**config.mk**
```make
export PLATFORM = sky130hd
export DESIGN_NAME = ymodem_packet_framer
export DESIGN_NICKNAME = d
export VERILOG_FILES = /design/src/hdl/ypf_pkg.sv /design/src/hdl/ymodem_packet_framer.sv
export VERILOG_INCLUDE_DIRS = /design/src /design/src/hdl
export SDC_FILE = /design/constraint.sdc
export NUM_CORES = 1
export LEC_CHECK = 0
export ABC_AREA = 0
export BUFFER_PORTS_ARGS = -buffer_cell sky130_fd_sc_hd__buf_4
export CAP_MARGIN = 40
export CORE_UTILIZATION = 45
export DETAILED_ROUTE_END_ITERATION = 8
export GPL_TIMING_DRIVEN = 0
export HOLD_SLACK_MARGIN = 0.02
export PLACE_DENSITY = 0.7
export SYNTH_ARGS = -nofsm -noshare
export SYNTH_HDL_FRONTEND = slang
export SYNTH_SLANG_ARGS = --single-unit
```
**constraint.sdc**
```tcl
create_clock -name aclk -period 3.9 [get_ports aclk]
set_input_delay 0.78 -clock aclk [delete_from_list [all_inputs] [get_ports aclk]]
set_output_delay 0.78 -clock aclk [all_outputs]
set_load 0.02 [all_outputs]
```
**src/hdl/ymodem_packet_framer_assert.svh**
```systemverilog
// Assertion macros for the YMODEM packet framer.
// Depends on nothing; included by the framer module, which checks its own logic.
`ifndef YMODEM_PACKET_FRAMER_ASSERT_SVH
`define YMODEM_PACKET_FRAMER_ASSERT_SVH

// Same-cycle implication, sampled on the rising clock, off while in reset
`define YPF_ASSERT_NOW(lbl, clk, rstn, ante, cons, msg) \
    lbl: assert property (@(posedge clk) disable iff (!rstn) (ante) |-> (cons)) \
        else $error(msg);

// Next-cycle implication, sampled on the rising clock, off while in reset
`define YPF_ASSERT_NEXT(lbl, clk, rstn, ante, cons, msg) \
    lbl: assert property (@(posedge clk) disable iff (!rstn) (ante) |=> (cons)) \
        else $error(msg);

`endif

```
**src/hdl/ypf_pkg.sv**
```systemverilog
// Package for the YMODEM packet framer: framing codes, result buffer sizes
// and the CRC-16/XMODEM byte update. No dependencies.
package ypf_pkg;

    // Framing codes
    localparam logic [7:0] START_SMALL = 8'h01;
    localparam logic [7:0] START_LARGE = 8'h02;
    localparam logic [7:0] FILL_SMALL  = 8'h00;
    localparam logic [7:0] FILL_LARGE  = 8'h1A;
    localparam logic [15:0] CRC_POLY   = 16'h1021;

    // Result buffer: at most four bytes per item
    localparam int RES_DEPTH = 4;
    localparam int RES_IDX_W = 2;

    typedef logic [RES_IDX_W-1:0] res_idx_t;
    typedef logic [7:0]           byte_t;

    // CRC-16/XMODEM over one byte, MSB first, eight shift steps unrolled
    function automatic logic [15:0] crc_byte(input logic [15:0] crc_in,
                                             input byte_t       data);
        logic [15:0] crc;
        crc = crc_in ^ {data, 8'h00};
        for (int k = 0; k < 8; k++) begin
            if (crc[15]) begin
                crc = {crc[14:0], 1'b0} ^ CRC_POLY;
            end else begin
                crc = {crc[14:0], 1'b0};
            end
        end
        return crc;
    endfunction

endpackage

```
**src/hdl/ymodem_packet_framer.sv**
```systemverilog
// YMODEM packet framer: one payload item in, one to four framed bytes out,
// with a running CRC-16/XMODEM over the payload. Its result bytes leave one
// per cycle while m_ready is high, through a four-byte result buffer: four
// for an item that opens a packet (start code, number, complement, payload
// byte), three for the item that ends it (payload byte, CRC high, CRC low)
// and one for every other item. The next item is taken in the cycle the last
// byte of the current one is taken, so the sustained rate is one item per
// cycle inside a packet while m_ready is high, limited only by the single
// byte-wide result port. There is no clearing pass after reset.
// Depends on ypf_pkg and ymodem_packet_framer_assert.svh.
`include "ymodem_packet_framer_assert.svh"

module ymodem_packet_framer
    import ypf_pkg::*;
#(
    parameter int unsigned LARGE_PAYLOAD = 1024,
    parameter int unsigned SMALL_PAYLOAD = 128
) (
    input  logic       aclk,
    input  logic       aresetn,
    // item input
    input  logic       s_valid,
    output logic       s_ready,
    input  logic       s_func,
    input  logic [7:0] s_data_byte,
    input  logic       s_small_packet,
    // framed byte output
    output logic       m_valid,
    input  logic       m_ready,
    output logic [7:0] m_tx_byte,
    output logic       m_run_last,
    output logic       m_packet_done
);

    localparam int unsigned MAX_PAYLOAD =
        (LARGE_PAYLOAD > SMALL_PAYLOAD) ? LARGE_PAYLOAD : SMALL_PAYLOAD;
    localparam int CNT_W = $clog2(MAX_PAYLOAD + 1);
    localparam logic [CNT_W-1:0] SIZE_LARGE = CNT_W'(LARGE_PAYLOAD);
    localparam logic [CNT_W-1:0] SIZE_SMALL = CNT_W'(SMALL_PAYLOAD);
    localparam res_idx_t LAST_OPEN  = res_idx_t'(3);
    localparam res_idx_t LAST_CLOSE = res_idx_t'(2);
    localparam res_idx_t LAST_MID   = res_idx_t'(0);

    // Packet state
    logic [CNT_W-1:0] payload_count_reg, payload_count_next;
    logic [15:0]      crc_reg, crc_next;
    logic [7:0]       seq_reg, seq_next;
    logic             kind_small_reg, kind_small_next;

    // Result buffer
    byte_t    res_byte_reg [RES_DEPTH];
    byte_t    res_byte_next [RES_DEPTH];
    res_idx_t res_idx_reg, res_last_reg, res_last_next;
    logic     res_valid_reg;
    logic     res_done_reg, res_done_next;

    logic             take, out_take, drain_last;
    logic             opening, closing, kind_small;
    logic [7:0]       seq_out, pay_byte;
    logic [15:0]      crc_base, crc_new;
    logic [CNT_W-1:0] count_inc, size;

    // Handshakes: a new item enters as the last byte of the previous one leaves
    assign out_take   = res_valid_reg && m_ready;
    assign drain_last = out_take && (res_idx_reg == res_last_reg);
    assign s_ready    = !res_valid_reg || drain_last;
    assign take       = s_valid && s_ready;

    // Payload byte, CRC and packet bookkeeping for the offered item
    always_comb begin
        opening    = (payload_count_reg == '0);
        kind_small = opening ? s_small_packet : kind_small_reg;
        seq_out    = s_small_packet ? 8'h00 : seq_reg;
        if (s_func) begin
            pay_byte = kind_small ? FILL_SMALL : FILL_LARGE;
        end else begin
            pay_byte = s_data_byte;
        end
        crc_base  = opening ? 16'h0000 : crc_reg;
        crc_new   = crc_byte(crc_base, pay_byte);
        count_inc = (opening ? '0 : payload_count_reg) + CNT_W'(1);
        size      = kind_small ? SIZE_SMALL : SIZE_LARGE;
        closing   = (count_inc >= size);
    end

    // Next state and result bytes
    always_comb begin
        payload_count_next = closing ? '0 : count_inc;
        crc_next           = crc_new;
        kind_small_next    = kind_small;
        seq_next           = seq_reg;
        if (closing) begin
            seq_next = kind_small ? 8'h01 : seq_reg + 8'h01;
        end

        for (int i = 0; i < RES_DEPTH; i++) begin
            res_byte_next[i] = pay_byte;
        end
        res_done_next = 1'b0;
        if (opening) begin
            res_byte_next[0] = kind_small ? START_SMALL : START_LARGE;
            res_byte_next[1] = seq_out;
            res_byte_next[2] = ~seq_out;
            res_byte_next[3] = pay_byte;
            res_last_next    = LAST_OPEN;
        end else if (closing) begin
            res_byte_next[0] = pay_byte;
            res_byte_next[1] = crc_new[15:8];
            res_byte_next[2] = crc_new[7:0];
            res_last_next    = LAST_CLOSE;
            res_done_next    = 1'b1;
        end else begin
            res_last_next    = LAST_MID;
        end
    end

    // Packet state registers
    always_ff @(posedge aclk) begin
        if (!aresetn) begin
            payload_count_reg <= '0;
            crc_reg           <= 16'h0000;
            seq_reg           <= 8'h01;
            kind_small_reg    <= 1'b0;
        end else if (take) begin
            payload_count_reg <= payload_count_next;
            crc_reg           <= crc_next;
            seq_reg           <= seq_next;
            kind_small_reg    <= kind_small_next;
        end
    end

    // Result buffer control
    always_ff @(posedge aclk) begin
        if (!aresetn) begin
            res_valid_reg <= 1'b0;
            res_idx_reg   <= '0;
        end else if (take) begin
            res_valid_reg <= 1'b1;
            res_idx_reg   <= '0;
        end else if (drain_last) begin
            res_valid_reg <= 1'b0;
        end else if (out_take) begin
            res_idx_reg   <= res_idx_reg + res_idx_t'(1);
        end
    end

    // Result buffer payload
    always_ff @(posedge aclk) begin
        if (take) begin
            res_byte_reg <= res_byte_next;
            res_last_reg <= res_last_next;
            res_done_reg <= res_done_next;
        end
    end

    assign m_valid       = res_valid_reg;
    assign m_tx_byte     = res_byte_reg[res_idx_reg];
    assign m_run_last    = (res_idx_reg == res_last_reg);
    assign m_packet_done = res_done_reg && m_run_last;

    // Checks
    `YPF_ASSERT_NOW(a_ready_only_on_last, aclk, aresetn,
        res_valid_reg && s_ready, m_ready && m_run_last,
        "item taken while earlier result bytes still wait")
    `YPF_ASSERT_NOW(a_done_closes_packet, aclk, aresetn,
        m_valid && m_packet_done, payload_count_reg == '0,
        "packet end shown while packet still open")
    `YPF_ASSERT_NOW(a_count_in_range, aclk, aresetn,
        1'b1, payload_count_reg < (kind_small_reg ? SIZE_SMALL : SIZE_LARGE),
        "payload count reached packet size")
    `YPF_ASSERT_NEXT(a_open_four_bytes, aclk, aresetn,
        take && (payload_count_reg == '0), res_last_reg == LAST_OPEN,
        "opening item did not load four result bytes")

endmodule

```
==> impl_results.md <==
- Outcome: completed
- Synth cell types: 76
- Fmax: ~0.26 GHz
- Crit path capture type: flop
- Diodes inserted: 0
- Worst min path class: reg -> reg
- VDD IR-drop max: roughly 180 uV
- Register-to-Register Setup Slack: roughly 0.052 ns
- Setup TNS: 0 ns
- Top delay family on crit path: compound AO/OA/AOI/OAI gates
- Pre-Repair DR Iteration Count: 6
- Max H-tree Level: 3
- Clock latency on the worst-skew pair: between 0.3 and 0.4 ns
- Slew Viols, Final: 0
- Critical path type: reg -> reg
- CP Cell Sequence: inv_1 -> ha_1 -> nor3b_4 -> nand3_4 -> clkinv_2 -> mux2i_4 -> inv_2 -> ha_1 -> nand2_1 -> a211oi_1 -> o211ai_1 -> a21o_4 -> buf_6 -> a32oi_1 -> o21ai_1
- Crit path launch: payload_count_reg[0]$_SDFFE_PN0P_
- GRT Resource Usage Total: between 20% and 30%
- ANT nets after route: 0
- Syn Nets: 519
- Max reg flops: 32
- # fillers: 887
- Tightest Pin Transition: 0.738 ns
- Post-synth ARST share: 0%
- Starting Density: 47.1%
- Leakage power: approximately 1.9 nW
- Seq/Total Area, Yosys: roughly two fifths
- Post-synth EDFFs: 35
- Hold path depth: 2
- Most frequent cells in the layout: nand2_1 (65), dfxtp_1 (39), a21oi_1 (35), nor2_1 (35), edfxtp_1 (35)
- Clk buf depth: 2
- CTS Sinks: 74
- Reg-to-Reg End: res_byte_reg[21]$_DFFE_PP_
- WL final: between 10,000 and 15,000 um
- Commonest non-fill, non-tap cell in the layout: nand2_1
- Main flop type after synthesis: dfxtp_1
- Most frequent CP cell: ha_1
- DRC: 0
- Post-place setup slack: -0.251 ns
- Setup crit start kind: flop
- Bufs and invs on worst path: 4
- GRT overflow: 0
- Cells after DPL: 658
- Worst path slowest cell: dfxtp_1
- Reg-to-Reg Start: payload_count_reg[0]$_SDFFE_PN0P_
- Post-synthesis register bit count: between 70 and 80
- Synth Cell Area: between 4000 and 5000 um^2
- Via/cell ratio: 5.98
- Die Ht: ~100 um
- # IOs: 26
- DIE AREA: 10,700 um^2
- Layout Skew: ~0.012 ns
- Die W: just over 100 um
- CTS tree: done
- DR WL/cell: about 19 um
- Hold worst-path end: crc_reg[4]$_SDFFE_PN0P_
- Relative slew slack: slightly above 50%
- First-pass GRT wire length: a little over 20,000 um
- Largest net degree at the start of global routing: 43
- Vias in the first global route: between 3k and 4k
- Yosys warns: 0
- Setup Viol. Count Final: 0
- Core outline area: about 10000 um^2
- Placer Congestion: roughly 0.95
- Post-DP HPWL: about 9400 um
- Part of the cycle the worst path needs: 98.7%
- NumNets Final: between 500 and 600
- Data required, critical path: 3.99 ns
- PwrDens: 387 nW/um^2
- Layout area overhead: 12.5%
- Max Cap Viol: 0
- Layout cells sized above 1: between 10% and 20%
- Syn Inst Count: 500
- Unrepaired setup endpoints after global routing: false
- Hold Path Origin: crc_reg[4]$_SDFFE_PN0P_
- Initial DRC Count: 391
- Final number of hold-violating endpoints: 0
- CP max stage delay: between 0.3 and 0.4 ns
- Total CTS buffers: 9
- Worst Reg-to-Reg Cells: 15
- Design Area, Final: 5220 um^2
- I/O Buffers: 24
- Fin util: between 50% and 60%
- Initial antenna violation count: 0
- Std-Cell Rows: 36
- Total Power: 2.02 mW
- Fin worst setup slack: between 0.05 and 0.06 ns
- Worst-path clk slew: approximately 0.08 ns
- Worst EP arrival: about 3.9 ns
- Tmin final: between 3 and 4 ns
- Post-Layout Cell Count: between 600 and 700
- Critical path fanouts, max: 10
- Vias post-DR: between 4k and 5k
- Synth Area per Inst: 9.28 um^2
- Final hold slack: 0.479 ns
- Placed Instance Area: about 5000 um^2
- Root Buffer: clkbuf_8
==> where the power goes <==
group	leakage (nW)	internal [mW]	switching [mW]
clock network	0.0827	0.232	0.303
registers	0.648	0.881	0.0309
logic	1.14	0.220	0.354
total	1.87	1.33	0.687
==> cells in the mapped netlist, drive strengths merged (16+ instances only) <==
cell     n  area (um^2)
inv     16         60.1
dfxtp   39          781
xor2    20          175
nand2   65          244
o21ai   17         88.8
buf     23          145
nor2    36          138
nand3   19          105
xnor2   28          253
a21oi   37          200
edfxtp  35         1050
==> per-layer routing <==
| layer | share of wire, % | wire, um | track usage, % |
|---|---|---|---|
| met1 | 44 | 5660 | 32.4 |
| met2 | 46 | 5950 | 38.9 |
| met3 | 6.6 | 852 | 4.66 |
| met4 | 3.0 | 381 | 11.4 |
| met5 | 0 | 0 | 0 |
==> what timing repair did <==
action	4_1_cts	5_1_grt
buffers inserted	0	0
pin swaps	0	0
hold buffers	0	0
resized for setup	3	4
setup endpoints to repair	30	18
==> worst max-delay path by stage <==
stage	endpoint	slack, ns	depth (start not counted)
2_1_floorplan	res_byte_reg[0]$_DFFE_PP_	0.53	5
3_3_place_gp	res_byte_reg[21]$_DFFE_PP_	-0.14	14
3_5_place_dp	res_byte_reg[21]$_DFFE_PP_	-0.25	15
4_1_cts	res_byte_reg[21]$_DFFE_PP_	0.04	15
5_1_grt	res_byte_reg[21]$_DFFE_PP_	0.02	15
6_report	res_byte_reg[21]$_DFFE_PP_	0.05	15
==> tightest hold or removal path: stages (launching register included) <==
cell and delay (ns):
dfxtp_1 0.32, nand2_1 0.06, a21oi_1 0.05
==> layout make-up <==
type | instances | area, um^2 | share of cell area, %
clock buffers | 10 | 128 | 2.44
plain buffers | 36 | 195 | 3.74
well taps | 133 | 166 | 3.19
multi-input cells | 373 | 2590 | 49.6
inverters | 17 | 65.1 | 1.25
repair buffers | 25 | 200 | 3.84
flip-flops and latches | 74 | 1830 | 35.1
clock inverters | 6 | 42.5 | 0.815
==> logic make-up after synthesis <==
group / synth area share, %
xor+xnor: 9.22
fa+ha+maj: 1.35
flops: 39.5
compound gates: 19.0
simple gates: 20.6
buf+inv: 5.58
mux: 4.77
Power figures use the tool's default switching activity.
